==> src/rtl/core/remote_dimmer_frame_encoder_core_macros.svh <==
// ----------------------------------------------------------------------------
// Assertion macros for the radio dimmer frame encoder core
// Shared property forms; clk and rst_n come from the module that uses them.
// ----------------------------------------------------------------------------
`ifndef REMOTE_DIMMER_FRAME_ENCODER_CORE_MACROS_SVH
`define REMOTE_DIMMER_FRAME_ENCODER_CORE_MACROS_SVH

// Same-cycle implication, checked out of reset.
`define RDFE_ASSERT_NOW(label, ante, cons) \
  label: assert property (@(posedge clk) disable iff (!rst_n) (ante) |-> (cons)) \
    else $error("rdfe: same-cycle check failed");

// Next-cycle implication, checked out of reset.
`define RDFE_ASSERT_NEXT(label, ante, cons) \
  label: assert property (@(posedge clk) disable iff (!rst_n) (ante) |=> (cons)) \
    else $error("rdfe: next-cycle check failed");

`endif

==> src/rtl/core/rdfe_pkg.sv <==
// ----------------------------------------------------------------------------
// rdfe_pkg
// Shared types, frame byte codes and the level quantizer.
// ----------------------------------------------------------------------------
package rdfe_pkg;

  localparam int unsigned QUEUE_DEPTH = 2;
  localparam int unsigned FRAME_BITS  = 24;  // 14 address, 2 parity, 6 command, 2 parity
  localparam int unsigned START_LEN   = 8;

  localparam logic [7:0] SYM_S    = 8'd83;
  localparam logic [7:0] SYM_T    = 8'd84;
  localparam logic [7:0] SYM_MARK = 8'd170;
  localparam logic [7:0] SYM_PLUS = 8'd43;

  localparam logic [1:0] CFG_SYSTEM_CODE = 2'd0;
  localparam logic [1:0] CFG_UNIT_MASK   = 2'd1;
  localparam logic [1:0] CFG_SMOOTH_FADE = 2'd2;

  localparam logic [7:0] LEVEL_OFF_MAX = 8'd12;
  localparam logic [7:0] LEVEL_DIM_MAX = 8'd237;
  localparam logic [3:0] CODE_OFF      = 4'd10;
  localparam logic [3:0] CODE_FULL     = 4'd0;

  typedef logic [FRAME_BITS-1:0] frame_word_t;

  typedef struct packed {
    logic full;
    logic empty;
  } q_stat_t;

  typedef enum logic [3:0] {
    ST_IDLE  = 4'b0001,
    ST_START = 4'b0010,
    ST_BITS  = 4'b0100,
    ST_PLUS  = 4'b1000
  } bk_state_t;

  // 13..237 map to 1..9 in steps of 25: count the step thresholds passed.
  function automatic logic [3:0] level_code(input logic [7:0] lv);
    logic [3:0] code;
    code = 4'd1;
    for (int k = 0; k < 8; k++) begin
      if (lv >= 8'(38 + 25 * k)) code = code + 4'd1;
    end
    if (lv <= LEVEL_OFF_MAX) code = CODE_OFF;
    else if (lv > LEVEL_DIM_MAX) code = CODE_FULL;
    return code;
  endfunction

endpackage

==> src/rtl/core/rdfe_front.sv <==
// ----------------------------------------------------------------------------
// rdfe_front
// Holds the set-up registers and turns a level request into a 24-bit frame word.
// ----------------------------------------------------------------------------
module rdfe_front (
  input  logic                  clk,
  input  logic                  rst_n,
  input  logic                  cfg_valid,
  input  logic [1:0]            cfg_index,
  input  logic [9:0]            cfg_data,
  input  logic                  in_valid,
  input  logic [7:0]            in_level,
  input  rdfe_pkg::q_stat_t     q_stat,
  output logic                  in_stall,
  output logic                  push,
  output rdfe_pkg::frame_word_t push_word
);

  logic [3:0] system_code_r;
  logic [9:0] unit_mask_r;
  logic       smooth_fade_r;
  logic [13:0] addr;
  logic [5:0]  cmd;
  logic [5:0]  cmd_rev;

  always_ff @(posedge clk) begin
    if (!rst_n) begin
      system_code_r <= '0;
      unit_mask_r   <= '0;
      smooth_fade_r <= 1'b0;
    end else if (cfg_valid) begin
      unique case (cfg_index)
        rdfe_pkg::CFG_SYSTEM_CODE: system_code_r <= cfg_data[3:0];
        rdfe_pkg::CFG_UNIT_MASK:   unit_mask_r   <= cfg_data;
        rdfe_pkg::CFG_SMOOTH_FADE: smooth_fade_r <= cfg_data[0];
        default: ;  // drop writes to unknown registers
      endcase
    end
  end

  assign addr = {system_code_r, unit_mask_r};
  assign cmd  = {smooth_fade_r, 1'b1, rdfe_pkg::level_code(in_level)};

  // command bits go out least significant first
  always_comb begin
    for (int i = 0; i < 6; i++) cmd_rev[5-i] = cmd[i];
  end

  // parity bit 1 (T,T) when the group holds an even number of ones
  assign push_word = {
    addr,
    ~^{addr[13], addr[11], addr[9], addr[7], addr[5], addr[3], addr[1]},
    ~^{addr[12], addr[10], addr[8], addr[6], addr[4], addr[2], addr[0]},
    cmd_rev,
    ~^{cmd[4], cmd[2], cmd[0]},
    ~^{cmd[5], cmd[3], cmd[1]}
  };

  assign in_stall = q_stat.full;
  assign push     = in_valid && !q_stat.full;

endmodule

==> src/rtl/core/rdfe_queue.sv <==
// ----------------------------------------------------------------------------
// rdfe_queue
// Short FIFO of frame words between the request side and the serializer.
// ----------------------------------------------------------------------------
module rdfe_queue #(
  parameter int unsigned DEPTH = rdfe_pkg::QUEUE_DEPTH
) (
  input  logic                  clk,
  input  logic                  rst_n,
  input  logic                  push,
  input  rdfe_pkg::frame_word_t push_word,
  input  logic                  pop,
  output rdfe_pkg::frame_word_t pop_word,
  output rdfe_pkg::q_stat_t     q_stat
);

  localparam int unsigned PTR_W = (DEPTH > 1) ? $clog2(DEPTH) : 1;
  localparam int unsigned CNT_W = $clog2(DEPTH + 1);

  rdfe_pkg::frame_word_t mem_r [DEPTH];
  logic [PTR_W-1:0] wr_ptr_r, wr_ptr_nxt;
  logic [PTR_W-1:0] rd_ptr_r, rd_ptr_nxt;
  logic [CNT_W-1:0] count_r, count_nxt;

  function automatic logic [PTR_W-1:0] ptr_inc(input logic [PTR_W-1:0] p);
    return (p == PTR_W'(DEPTH - 1)) ? '0 : p + 1'b1;
  endfunction

  always_comb begin
    wr_ptr_nxt = push ? ptr_inc(wr_ptr_r) : wr_ptr_r;
    rd_ptr_nxt = pop  ? ptr_inc(rd_ptr_r) : rd_ptr_r;
    count_nxt  = count_r;
    if (push && !pop) count_nxt = count_r + 1'b1;
    else if (pop && !push) count_nxt = count_r - 1'b1;
  end

  always_ff @(posedge clk) begin
    if (!rst_n) begin
      wr_ptr_r <= '0;
      rd_ptr_r <= '0;
      count_r  <= '0;
    end else begin
      wr_ptr_r <= wr_ptr_nxt;
      rd_ptr_r <= rd_ptr_nxt;
      count_r  <= count_nxt;
    end
  end

  always_ff @(posedge clk) begin
    if (push) mem_r[wr_ptr_r] <= push_word;
  end

  assign pop_word     = mem_r[rd_ptr_r];
  assign q_stat.full  = (count_r == CNT_W'(DEPTH));
  assign q_stat.empty = (count_r == '0);

endmodule

==> src/rtl/core/rdfe_back.sv <==
// ----------------------------------------------------------------------------
// rdfe_back
// Frame serializer: one frame byte per cycle into a registered output stage, unless out_stall holds it.
// ----------------------------------------------------------------------------
module rdfe_back (
  input  logic                  clk,
  input  logic                  rst_n,
  input  rdfe_pkg::q_stat_t     q_stat,
  input  rdfe_pkg::frame_word_t pop_word,
  output logic                  pop,
  input  logic                  out_stall,
  output logic                  out_valid,
  output logic [7:0]            out_symbol,
  output logic                  out_last
);

  localparam int unsigned POS_W = $clog2(rdfe_pkg::FRAME_BITS);
  localparam int unsigned CNT_W = $clog2(rdfe_pkg::START_LEN);

  rdfe_pkg::bk_state_t   state_r, state_nxt;
  rdfe_pkg::frame_word_t word_r, word_nxt;
  logic [POS_W-1:0]      pos_r, pos_nxt;
  logic [CNT_W-1:0]      cnt_r, cnt_nxt;
  logic                  half_r, half_nxt;
  logic                  valid_r, valid_nxt;
  logic [7:0]            symbol_r, symbol_nxt;
  logic                  last_r, last_nxt;
  logic                  advance;
  logic                  cur_bit;

  assign advance = !valid_r || !out_stall;
  assign cur_bit = word_r[rdfe_pkg::FRAME_BITS-1];

  always_comb begin
    state_nxt  = state_r;
    word_nxt   = word_r;
    pos_nxt    = pos_r;
    cnt_nxt    = cnt_r;
    half_nxt   = half_r;
    valid_nxt  = valid_r;
    symbol_nxt = symbol_r;
    last_nxt   = last_r;
    pop        = 1'b0;
    if (advance) begin
      valid_nxt = 1'b1;
      last_nxt  = 1'b0;
      unique case (state_r)
        rdfe_pkg::ST_IDLE: begin
          if (q_stat.empty) begin
            valid_nxt = 1'b0;
          end else begin
            pop        = 1'b1;
            word_nxt   = pop_word;
            symbol_nxt = rdfe_pkg::SYM_S;
            cnt_nxt    = CNT_W'(1);
            state_nxt  = rdfe_pkg::ST_START;
          end
        end
        rdfe_pkg::ST_START: begin
          cnt_nxt = cnt_r + 1'b1;
          if (cnt_r == CNT_W'(rdfe_pkg::START_LEN - 1)) begin
            symbol_nxt = rdfe_pkg::SYM_MARK;
            pos_nxt    = '0;
            half_nxt   = 1'b0;
            state_nxt  = rdfe_pkg::ST_BITS;
          end else begin
            symbol_nxt = rdfe_pkg::SYM_T;
          end
        end
        rdfe_pkg::ST_BITS: begin
          if (cur_bit && !half_r) begin
            // a one is T,T: hold the bit for its second byte
            symbol_nxt = rdfe_pkg::SYM_T;
            half_nxt   = 1'b1;
          end else begin
            symbol_nxt = cur_bit ? rdfe_pkg::SYM_T : rdfe_pkg::SYM_MARK;
            half_nxt   = 1'b0;
            word_nxt   = {word_r[rdfe_pkg::FRAME_BITS-2:0], 1'b0};
            pos_nxt    = pos_r + 1'b1;
            if (pos_r == POS_W'(rdfe_pkg::FRAME_BITS - 1)) state_nxt = rdfe_pkg::ST_PLUS;
          end
        end
        rdfe_pkg::ST_PLUS: begin
          symbol_nxt = rdfe_pkg::SYM_PLUS;
          last_nxt   = 1'b1;
          state_nxt  = rdfe_pkg::ST_IDLE;
        end
        default: begin
          valid_nxt = 1'b0;
          state_nxt = rdfe_pkg::ST_IDLE;
        end
      endcase
    end
  end

  always_ff @(posedge clk) begin
    if (!rst_n) begin
      state_r <= rdfe_pkg::ST_IDLE;
      pos_r   <= '0;
      cnt_r   <= '0;
      half_r  <= 1'b0;
      valid_r <= 1'b0;
    end else begin
      state_r <= state_nxt;
      pos_r   <= pos_nxt;
      cnt_r   <= cnt_nxt;
      half_r  <= half_nxt;
      valid_r <= valid_nxt;
    end
  end

  always_ff @(posedge clk) begin
    word_r   <= word_nxt;
    symbol_r <= symbol_nxt;
    last_r   <= last_nxt;
  end

  assign out_valid  = valid_r;
  assign out_symbol = symbol_r;
  assign out_last   = last_r;

endmodule

==> src/rtl/core/remote_dimmer_frame_encoder_core.sv <==
// ----------------------------------------------------------------------------
// remote_dimmer_frame_encoder_core
// Level request in, pulse-code frame bytes for a radio dimmer out.
// ----------------------------------------------------------------------------
//   channel | ports                               | flow
//   --------+-------------------------------------+-----------------------
//   in      | in_valid, in_stall, in_level        | one level request
//   out     | out_valid, out_stall, out_symbol,   | 33 to 57 frame bytes
//           | out_last                            | per request
//   cfg     | cfg_valid, cfg_ready, cfg_index,    | register write, always
//           | cfg_data                            | ready
//
// The serializer emits the frame bytes of a request one byte per cycle while
// out_stall is low. When it is free, the first byte shows once the request has
// passed the queue and the output register. Requests queue up to QUEUE_DEPTH
// ahead of the serializer; in_stall rises only when that queue is full.
// Reset (rst_n low, synchronous) clears registers, queue and serializer.
// out_stall holds the output register and serializer in place while out_valid is high.
// ----------------------------------------------------------------------------
`include "remote_dimmer_frame_encoder_core_macros.svh"

module remote_dimmer_frame_encoder_core #(
  parameter int unsigned QUEUE_DEPTH = rdfe_pkg::QUEUE_DEPTH
) (
  input  logic       clk,
  input  logic       rst_n,
  input  logic       cfg_valid,
  output logic       cfg_ready,
  input  logic [1:0] cfg_index,
  input  logic [9:0] cfg_data,
  input  logic       in_valid,
  output logic       in_stall,
  input  logic [7:0] in_level,
  output logic       out_valid,
  input  logic       out_stall,
  output logic [7:0] out_symbol,
  output logic       out_last
);

  rdfe_pkg::q_stat_t     q_stat;
  rdfe_pkg::frame_word_t push_word;
  rdfe_pkg::frame_word_t pop_word;
  logic                  push;
  logic                  pop;
  logic                  frame_done;
  logic                  sym_is_start;

  assign cfg_ready = 1'b1;

  rdfe_front u_front (
    .clk       (clk),
    .rst_n     (rst_n),
    .cfg_valid (cfg_valid),
    .cfg_index (cfg_index),
    .cfg_data  (cfg_data),
    .in_valid  (in_valid),
    .in_level  (in_level),
    .q_stat    (q_stat),
    .in_stall  (in_stall),
    .push      (push),
    .push_word (push_word)
  );

  rdfe_queue #(
    .DEPTH (QUEUE_DEPTH)
  ) u_queue (
    .clk       (clk),
    .rst_n     (rst_n),
    .push      (push),
    .push_word (push_word),
    .pop       (pop),
    .pop_word  (pop_word),
    .q_stat    (q_stat)
  );

  rdfe_back u_back (
    .clk        (clk),
    .rst_n      (rst_n),
    .q_stat     (q_stat),
    .pop_word   (pop_word),
    .pop        (pop),
    .out_stall  (out_stall),
    .out_valid  (out_valid),
    .out_symbol (out_symbol),
    .out_last   (out_last)
  );

  assign frame_done   = out_valid && !out_stall && out_last;
  assign sym_is_start = out_valid && (out_symbol == rdfe_pkg::SYM_S);

  `RDFE_ASSERT_NOW(a_last_is_plus, out_valid, out_last == (out_symbol == rdfe_pkg::SYM_PLUS))
  `RDFE_ASSERT_NEXT(a_idle_after_frame, frame_done && q_stat.empty, !out_valid)
  `RDFE_ASSERT_NEXT(a_next_frame_starts, frame_done && !q_stat.empty, sym_is_start)

endmodule
==> config.mk <==
export PLATFORM = sky130hd
export DESIGN_NAME = remote_dimmer_frame_encoder_core
export DESIGN_NICKNAME = d
export VERILOG_FILES = /design/src/rtl/core/rdfe_pkg.sv /design/src/rtl/core/rdfe_front.sv /design/src/rtl/core/rdfe_queue.sv /design/src/rtl/core/rdfe_back.sv /design/src/rtl/core/remote_dimmer_frame_encoder_core.sv
export VERILOG_INCLUDE_DIRS = /design/src /design/src/rtl/core
export SDC_FILE = /design/constraint.sdc
export NUM_CORES = 1
export LEC_CHECK = 0
export ABC_AREA = 1
export BUFFER_PORTS_ARGS = -buffer_cell sky130_fd_sc_hd__clkbuf_2
export CORE_ASPECT_RATIO = 1.1
export CORE_MARGIN = 2
export CORE_UTILIZATION = 68
export CTS_BUF_LIST = sky130_fd_sc_hd__clkbuf_8
export CTS_CLUSTER_SIZE = 10
export DETAILED_ROUTE_END_ITERATION = 10
export GPL_TIMING_DRIVEN = 1
export PLACE_DENSITY = 0.88
export SKIP_CTS_REPAIR_TIMING = 1
export SYNTH_ARGS = -nofsm -noshare
export SYNTH_HDL_FRONTEND = slang
export SYNTH_HIERARCHICAL = 1
export SYNTH_SLANG_ARGS = --single-unit
==> constraint.sdc <==
create_clock -name clk -period 13.08 [get_ports clk]
set_input_delay 0.654 -clock clk [delete_from_list [all_inputs] [get_ports clk]]
set_output_delay 0.654 -clock clk [all_outputs]
set_load 0.02 [all_outputs]
# --- Word level (Yosys, flattened, before mapping) ---
# Memories as Yosys holds them, arrays and structs flattened. A register that Yosys moved wholly into a read port is not among the register bits.
# Index checks and enable logic that the tools add are counted.
word_totals:
  inputBits: 25
  elab_cells: 127
  ram_bits: 46
  out_inout_bits: 12
  ff_bits: 66
  n_memories: 1
classes:
  eq_ne: 13
  magnitude_cmp: 10
  n_mux: 44
  addsub: 13
  n_reduce_logical: 32
mem_list:
  columns: ["memory", "depth", "word_bits", "rd", "rd_ports_with_merged_regs", "wr", "line", "rtl"]
  rows:
  - ["u_queue.mem_r", 2, 23, 1, 1, 1, "rdfe_queue.sv:20", "rdfe_pkg::frame_word_t mem_r [DEPTH];"]
ops:
  columns: ["op", "count"]
  rows:
  - ["$mux 4", 13]
  - ["$mux 24", 2]
  - ["$pmux 24 s2", 1]
  - ["$ge 8x8->1 const B", 4]
  - ["$mux 8", 4]
  - ["$pmux 8 s4", 1]
  - ["$add 4x1->4 const B", 6]
  - ["$ge 8x6->1 const B", 2]
  - ["$ge 8x7->1 const B", 2]
  - ["$reduce_xnor 7->1", 2]
  - ["$mux 1", 12]
  - ["$pmux 4 s3", 1]
  - ["$mux 5", 2]
  - ["$pmux 5 s2", 1]
  - ["$reduce_and 3->1", 3]
  - ["$gt 8x8->1 const B", 1]
  - ["$le 8x4->1 const B", 1]
  - ["$reduce_and 4->1", 2]
  - ["$reduce_bool 2->1", 4]
  - ["$logic_not 1->1", 6]
  - ["$mux 2", 3]
  - ["$pmux 3 s2", 1]
  - ["$reduce_and 2->1", 3]
  - ["$reduce_xnor 3->1", 2]
  - ["other kinds (24)", 33]

# --- Longest topological paths before layout ---
# Gate-level depths: netlist (run 1).
logic_depth:
  ltp_word: 19
  mapped_depth: 27
  mapped_depth_nobuf: 27

# --- Modules after synthesis ---
# The synthesis (run 1) kept the hierarchy.
by_module_without_submodules:
  columns: ["module", "instances", "area_per_inst_um2", "cells_per_inst", "seq_area_each_um2"]
  rows:
  - ["rdfe_back", 1, 2128.3, 250, 1211.2]
  - ["rdfe_queue", 1, 2065.7, 110, 1541.5]
  - ["rdfe_front", 1, 1749.2, 274, 300.3]
  - ["remote_dimmer_frame_encoder_core", 1, 11.3, 2, 0.0]

# --- Worst setup path after synthesis (run 1) ---
# Ideal clock, no wire load.
synth_path:
  path_type: "in2reg"
  start: "input in_level[7]"
  end: "memory u_queue/mem_r[0][0] (netlist bit) (data pin)"
  path_buffers: 1
  stages: 25
  required_time_ps: 12824
  setup_slack_ps: 8482
  arrival_time_ps: 4342
  setup_time_ps: 256
  path_cell_list: "buf_2 -> nor2_1 -> inv_1 -> a21oi_1 -> fa_1 -> inv_1 -> nand3_2 -> nand2_4 -> inv_1 -> ha_1 -> or2_0 -> nand3_1 -> nand3_2 -> nand2_1 -> ha_1 -> or2_2 -> nand2_1 -> inv_2 -> ha_1 -> a31oi_1 -> nand2_1 -> inv_2 -> nand4_1 -> nand3_1 -> nand2_1"
synth_via:
  elab_chain_len: 19
  word_cells_on_any_way: 28
  classes_between: "7 x add/sub; 10 x order compare; 10 x mux; 1 x reduce/logical"
synth_lines:
  columns: ["item", "line", "rtl"]
  rows:
  - ["from (decl)", "remote_dimmer_frame_encoder_core.sv:33", "input logic [7:0] in_level,"]
  - ["$ge 8x6->1", "rdfe_pkg.sv:44", "if (lv >= 8'(38 + 25 * k)) code = code + 4'd1;"]
  - ["$mux 2", "rdfe_pkg.sv:44", null]
  - ["$add 2x1->3", "rdfe_pkg.sv:44", null]
  - ["$mux 4", "rdfe_pkg.sv:44", null]
  - ["$add 4x1->4", "rdfe_pkg.sv:44", null]
  - ["$mux 4", "rdfe_pkg.sv:44", null]
  - ["$add 4x1->4", "rdfe_pkg.sv:44", null]
  - ["$mux 4", "rdfe_pkg.sv:44", null]
  - ["[... 5 more ...]", null, null]
  - ["$mux 4", "rdfe_pkg.sv:44", null]
  - ["$add 4x1->4", "rdfe_pkg.sv:44", null]
  - ["$mux 4", "rdfe_pkg.sv:44", null]
  - ["$mux 4", "rdfe_pkg.sv:47", "else if (lv > LEVEL_DIM_MAX) code = CODE_FULL;"]
  - ["$mux 4 (*)", "rdfe_pkg.sv:46", "if (lv <= LEVEL_OFF_MAX) code = CODE_OFF;"]
  - ["named net push_word[6]", "remote_dimmer_frame_encoder_core.sv:41", "rdfe_pkg::frame_word_t push_word;"]
  - ["$reduce_xnor 3->1 (*)", "rdfe_front.sv:56", "~^{cmd[5], cmd[3], cmd[1]}"]
  - ["named net push_word[0]", "remote_dimmer_frame_encoder_core.sv:41", null]
  - ["to (decl)", "rdfe_queue.sv:20", null]
# Mark *: on every way through the listed nets, which the timed path passes. The rest lies on a longest branch.

# --- Worst setup path after layout (run 1) ---
# Ends and elaborated chain as after synthesis.

==> results by group, run 1 <==
Floorplanning
  – IO Count: 37
  – Starting Density: 70.5%
  – Die height: 102 µm
  – Core box area: approximately 8500 µm²
  – Die area: 9520 µm²
  – Placement row count: 35
  – Die X-Extent: 93.2 µm

Timing
  – Post-route setup slack: between 8 and 9 ns
  – Slew of the pin with the lowest slew margin: between 0.9 and 1 ns
  – Slew Limit Fails: 0
  – Final Hold Vio Count: 0
  – Worst rel slew slack: around a third
  – RSZ-0062 raised after global routing: false
  – Period utilisation layout: roughly a third
  – Setup TNS: 0 ns
  – Worst Skew: roughly 0.010 ns
  – Final Setup Violations: 0
  – Final Critical Period: approximately 4.5 ns
  – Fmax: 0.221 GHz

Clock network
  – CTS H-Tree Depth: 4
  – Max Buffers Root-to-Sink: 2
  – Latest clock arrival within the worst-skew pair: approximately 0.43 ns
  – CTS tree: yes
  – TritonCTS buffer count: 17
  – Worst-path clk slew: around 0.08 ns
  – CTS root buffer: clkbuf_8
  – CTS sink cnt: roughly 110

Global route
  – Vias in the first global route: ~4000
  – Total GRT Usage: about a quarter
  – First-pass GRT wire length: roughly 18000 µm
  – Grt total ovfl: 0
  – Largest net degree at the start of global routing: 34
  – Initial antenna violation count: 0

Synth
  – Synth Instances: ~640
  – Sequential cell area fraction in the yosys report: 51.3%
  – Async set or reset register ratio after synthesis: 0%
  – EDFF count, synth: 79
  – Post-Syn Nets: a little under 700
  – Avg Inst Size Synth: ~9.4 µm²
  – Yosys reg bits: around 110
  – Netlist Area Pre-Place: just under 6000 µm²
  – Synth Flop Type: edfxtp_1
  – Ys Warns: 6
  – Yosys cell types: 45

Power
  – VDD IR max: approximately 0.084 mV
  – Power density cells: approximately 190 nW/µm²
  – Pleak: roughly 3.0 nW

Worst setup path
  – Crit-path max FO: 9
  – Worst R2R End: u_queue/count_r[1]
  – FF-to-FF path depth: 12
  – Required @ worst endpoint: 13.27 ns
  – Critical Path Source Type: input port
  – WP data arrival: between 4 and 5 ns
  – Reg-to-Reg Start: u_back/state_r[0]
  – Critical Path End Type: register
  – Path type of the worst setup path: in2reg
  – Slack of the worst reg-to-reg path: approximately 11 ns

Layout
  – Fin nets: roughly 710
  – Most frequent cells in the layout: nand2_1 (161), edfxtp_1 (79), nor2_1 (78)
  – Area Growth Syn to Fin: 10.0%
  – Layout cells sized above 1: between 20% and 30%
  – ANT cells: 0
  – Commonest non-fill, non-tap cell in the layout: nand2_1

Hold path
  – Worst hold path class: in2reg
  – Worst hold stages: 3
  – Hold_sp: cfg_data[7]
  – Hold EP: u_front/unit_mask_r[7]

Placement
  – DP Wirelength: 7480 µm
  – Port bufs: 35
  – Gpl congestion: roughly 0.9
  – Place WS: ~8.1 ns

Route
  – Post-route ant nets: 0
  – Iter 0 DRT Violations: 301
  – DR vias/cell: 5.38
  – DRC violations left: 0
  – First-pass detailed-route iteration total: 5
  – Vias: between 4000 and 5000
  – Routed len/inst: roughly 14 µm
  – Final WL: approximately 11000 µm

Flow run
  – Max Cap Violations: 0

Status
  – Status: complete, no violations
-- power by group --
| part | switching [mW] | leakage, nW | internal (mW) | total (mW) |
|---|---|---|---|---|
| logic | 0.234 | 1.73 | 0.129 | 0.363 |
| registers | 0.0361 | 1.03 | 0.504 | 0.540 |
| clock network | 0.168 | 0.206 | 0.160 | 0.329 |
-- worst max-delay path, cell delays in order --
cell and delay, ns:
clkbuf_2 0.16, nor2_1 0.18, inv_1 0.06, a21oi_1 0.36, fa_1 0.53, inv_1 0.10, nand3_2 0.12, nand2_4 0.11
inv_1 0.04, ha_1 0.27, or2_0 0.22, nand3_1 0.10, nand3_2 0.09, nand2_1 0.09, ha_1 0.22, or2_2 0.30
nand2_1 0.14, inv_2 0.05, ha_1 0.30, a31oi_1 0.16, nand2_1 0.12, inv_2 0.06, nand4_1 0.11, nand3_1 0.11
nand2_1 0.06
-- metal layers --
metal | global-route usage (%) | up-vias | part of all wire [%]
met1 | 30.1 | 1994 | 42
met2 | 44.1 | 150 | 52
met4 | 7.92 | 0 | 1.5
met3 | 7.74 | 19 | 4.8
li1 | - | 2140 | -
met5 | 0 | - | 0
-- worst max-delay path by stage --
stage	startpoint	end	slack (ns)	cells past startpoint
final	in_level[7]	u_queue/mem_r[0][0]	8.55	25
after global placement	in_level[7]	u_queue/mem_r[0][0]	8.32	25
after CTS	in_level[7]	u_queue/mem_r[0][0]	8.57	25
after detailed placement	in_level[7]	u_queue/mem_r[0][0]	8.11	25
after floorplan	in_level[7]	u_queue/mem_r[0][0]	8.48	25
after global routing	in_level[7]	u_queue/mem_r[0][0]	8.24	25
-- logic make-up (layout without fill, tap and decap cells) --
group / count (synthesis) / in the layout / share of synthesized area [%]
simple gates: 332 / 332 / 26.1
flops: 113 / 113 / 51.3
buf+inv: 92 / 145 / 7.10
compound gates: 46 / 46 / 4.45
mux: 24 / 24 / 5.80
xor+xnor: 15 / 15 / 2.52
fa+ha+maj: 12 / 12 / 2.65
other cells: 2 / 2 / 0.126
-- cell usage after synthesis (all sizes together), types with 4 or more instances --
cell	instances	area share, %
a21oi	16	1.4
buf	15	2.2
dfxtp	34	11
edfxtp	79	40
ha	11	2.3
inv	72	4.5
mux2	24	5.8
nand2	194	14
nand3	39	4.2
nand4	4	0.53
nor2	87	6.0
nor3	4	0.50
o21ai	24	2.0
xnor2	10	1.5
xor2	5	1.1
-- final cells by class --
class | instances | area, µm²
sequential | 113 | 3050
multi-input combinational | 431 | 2480
fill | 541 | 1900
inverter | 75 | 283
clock buffer | 17 | 234
timing repair buffer | 38 | 198
clock inverter | 15 | 161
tap | 111 | 139
-- stage by stage --
stage / power [mW] / cell area [µm²] / hold slack [ns] / std cells / util [%]
4_1_cts: 1.23 / 6550 / 0.420 / 800 / 77.5
5_1_grt: 1.30 / 6550 / 0.417 / 800 / 77.5
3_3_place_gp: 0.880 / 6160 / 0.451 / 768 / 72.8
2_1_floorplan: 0.830 / 5950 / 0.438 / 636 / -
3_5_place_dp: 0.900 / 6160 / 0.470 / 768 / 72.8
6_report: 1.23 / 6550 / 0.439 / 800 / 77.5
-- sequential cells by signal, summed over array words and instances (netlist names), named ones only --
| signal | cells |
|---|---|
| u_queue/wr_ptr_r | 1 |
| u_back/state_r | 4 |
| u_back/half_r | 1 |
| u_back/out_last | 1 |
| u_front/smooth_fade_r | 1 |
| u_back/out_valid | 1 |
| u_front/system_code_r | 4 |
| u_back/cnt_r | 3 |
| u_queue/mem_r | 48 |
| u_queue/rd_ptr_r | 1 |
| u_back/pos_r | 5 |
| u_front/unit_mask_r | 10 |
| u_back/out_symbol | 6 |
| u_back/word_r | 24 |
| u_queue/count_r | 2 |
(Power assumes the default switching activity.)
==> run 2: changes to the inputs <==
Settings changed: CORE_UTILIZATION 68 to 57, PLACE_DENSITY 0.88 to 0.79.
Clock period 13.08 ns to 4 ns, I/O delays scaled along.
==> run 2 against run 1 <==
  * Routed wire length fell by 0.63%
  * Non-clock buffer count rose by 20
  * Sequential cell count did not move
  * Sequential share of layout area fell by 1.3 points
  * Core utilization fell by 12 points
  * Critical path depth rose by 3
  * Largest cell class unchanged
==> results by group, run 2 (same netlist as run 1, synthesis figures left out) <==
Floorplanning
  – IO Count: 37
  – Die X-Extent: 101 µm
  – Die area: 11300 µm²
  – Starting Density: 57.8%
  – Core box area: 10300 µm²
  – Placement row count: 39
  – Die height: approximately 110 µm

Route
  – Iter 0 DRT Violations: 275
  – Post-route ant nets: 0
  – DRC violations left: 0
  – First-pass detailed-route iteration total: 5
  – Vias: about 4300
  – DR vias/cell: 5.10
  – Routed len/inst: about 13 µm
  – Final WL: 11200 µm

Clock network
  – CTS tree: yes
  – TritonCTS buffer count: 17
  – Latest clock arrival within the worst-skew pair: 0.44 ns
  – CTS root buffer: clkbuf_8
  – CTS sink cnt: around 110
  – CTS H-Tree Depth: 4
  – Max Buffers Root-to-Sink: 2
  – Worst-path clk slew: ~0.090 ns

Worst setup path
  – Required @ worst endpoint: 4.18 ns
  – Worst path bufs/invs: 7
  – Cell family with most CP delay: simple AND/OR/NAND/NOR gates
  – Critical Path Source Type: input port
  – WP data arrival: about 4.0 ns
  – Cell at the slowest stage of the critical path: or2_2
  – Crit-path max FO: 5
  – Path type of the worst setup path: in2reg
  – Most used cell, CP: nand2_1
  – Slowest stage delay, CP: 0.32 ns
  – Critical Path End Type: register

Placement
  – DP Area: between 6000 and 7000 µm²
  – Placed Cells: 816
  – DP Wirelength: 7790 µm
  – Gpl congestion: just over 0.8
  – Port bufs: 35

Layout
  – Area Growth Syn to Fin: 13.2%
  – Fin nets: approximately 730
  – Most frequent cells in the layout: nand2_1 (160), edfxtp_1 (79), nor2_1 (77)
  – Max reg flops: 48
  – Non-filler instance count after layout: about 850
  – Commonest non-fill, non-tap cell in the layout: nand2_1
  – Top Registers: u_queue/mem_r (48), u_back/word_r (24), u_front/unit_mask_r (10)
  – Biggest register: u_queue/mem_r
  – Layout cells sized above 1: 26.0%
  – Final instance area: 6740 µm²
  – ANT cells: 0

Power
  – Switch share: a little over a third
  – VDD IR max: about 0.29 mV
  – Int Pwr: approximately 2.5 mW
  – Pleak: approximately 3.0 nW
  – Clk pwr share: about 25%
  – P_sw: 1.41 mW
  – Reg power frac: between 40% and 50%
  – Power density cells: about 590 nW/µm²
  – Combinational share of power: between 30 and 40%

Global route
  – Initial antenna violation count: 0
  – Total GRT Usage: between 20% and 30%
  – Largest net degree at the start of global routing: 34
  – Vias in the first global route: 4239
  – First-pass GRT wire length: between 15000 and 20000 µm
  – Grt total ovfl: 0

Hold path
  – Worst hold path class: in2reg

Timing
  – Setup TNS: 0 ns
  – Slew of the pin with the lowest slew margin: approximately 1.1 ns
  – Final Hold Vio Count: 0
  – Slew Limit Fails: 0
  – Worst rel slew slack: 26.9%
  – Period utilisation layout: between 90% and 100%
  – Fmax: around 0.27 GHz
  – Final Setup Violations: 0
  – RSZ-0062 raised after global routing: false
  – Worst Skew: 0.0226 ns
  – WHS: 0.00585 ns
  – Final Critical Period: around 3.8 ns

Flow run
  – Max Cap Violations: 0

Status
  – Status: complete, no violations
==> run 2: final timing paths <==
check / cells after the start / slack [ns] / start / end
max: 28 / 0.24 / in_level[4] / u_queue/mem_r[1][0]
min reg2reg: 2 / 0.47 / u_back/cnt_r[1] / u_back/cnt_r[1]
min: 3 / 0.006 / cfg_data[2] / u_front/unit_mask_r[2]
max reg2reg: 14 / 1.62 / u_back/state_r[2] / u_queue/count_r[1]
==> run 2: area by class of cell <==
type,instances,area (µm²)
fill,808,3560
inverter,75,283
timing repair buffer,58,358
tap,143,179
clock inverter,15,133
sequential,113,3050
multi-input combinational,431,2500
clock buffer,17,234
==> run 2: worst min-delay path: stages <==
cell	delay, ns
clkbuf_2	0.09
nor2_1	0.04
nor2_1	0.09
==> run 2: routing by layer <==
layer	vias to the layer above	GRT usage, %	wire length, µm
met5	-	0	0
met4	0	8.47	193
met3	20	5.30	437
met2	98	36.2	5920
met1	2051	23.8	4610
li1	2175	-	-
==> run 2: power groups by stage <==
stage | Clock [mW] | Sequential [mW] | Combinational [mW]
floorplan | 0 | 1.80 | 0.921
global placement | 0 | 1.76 | 1.14
detailed placement | 0 | 1.78 | 1.19
CTS | 1.01 | 1.76 | 1.20
global route | 1.06 | 1.79 | 1.35
finish | 0.991 | 1.76 | 1.21
==> run 2: through the flow <==
step	worst slack [ns]	total power, mW	util, %
floorplan	0.00296	2.72	-
global placement	-0.00320	2.90	61.5
detailed placement	-0.157	2.98	61.5
CTS	0.311	3.98	65.1
global route	0.00788	4.20	65.4
finish	0.239	3.96	65.4
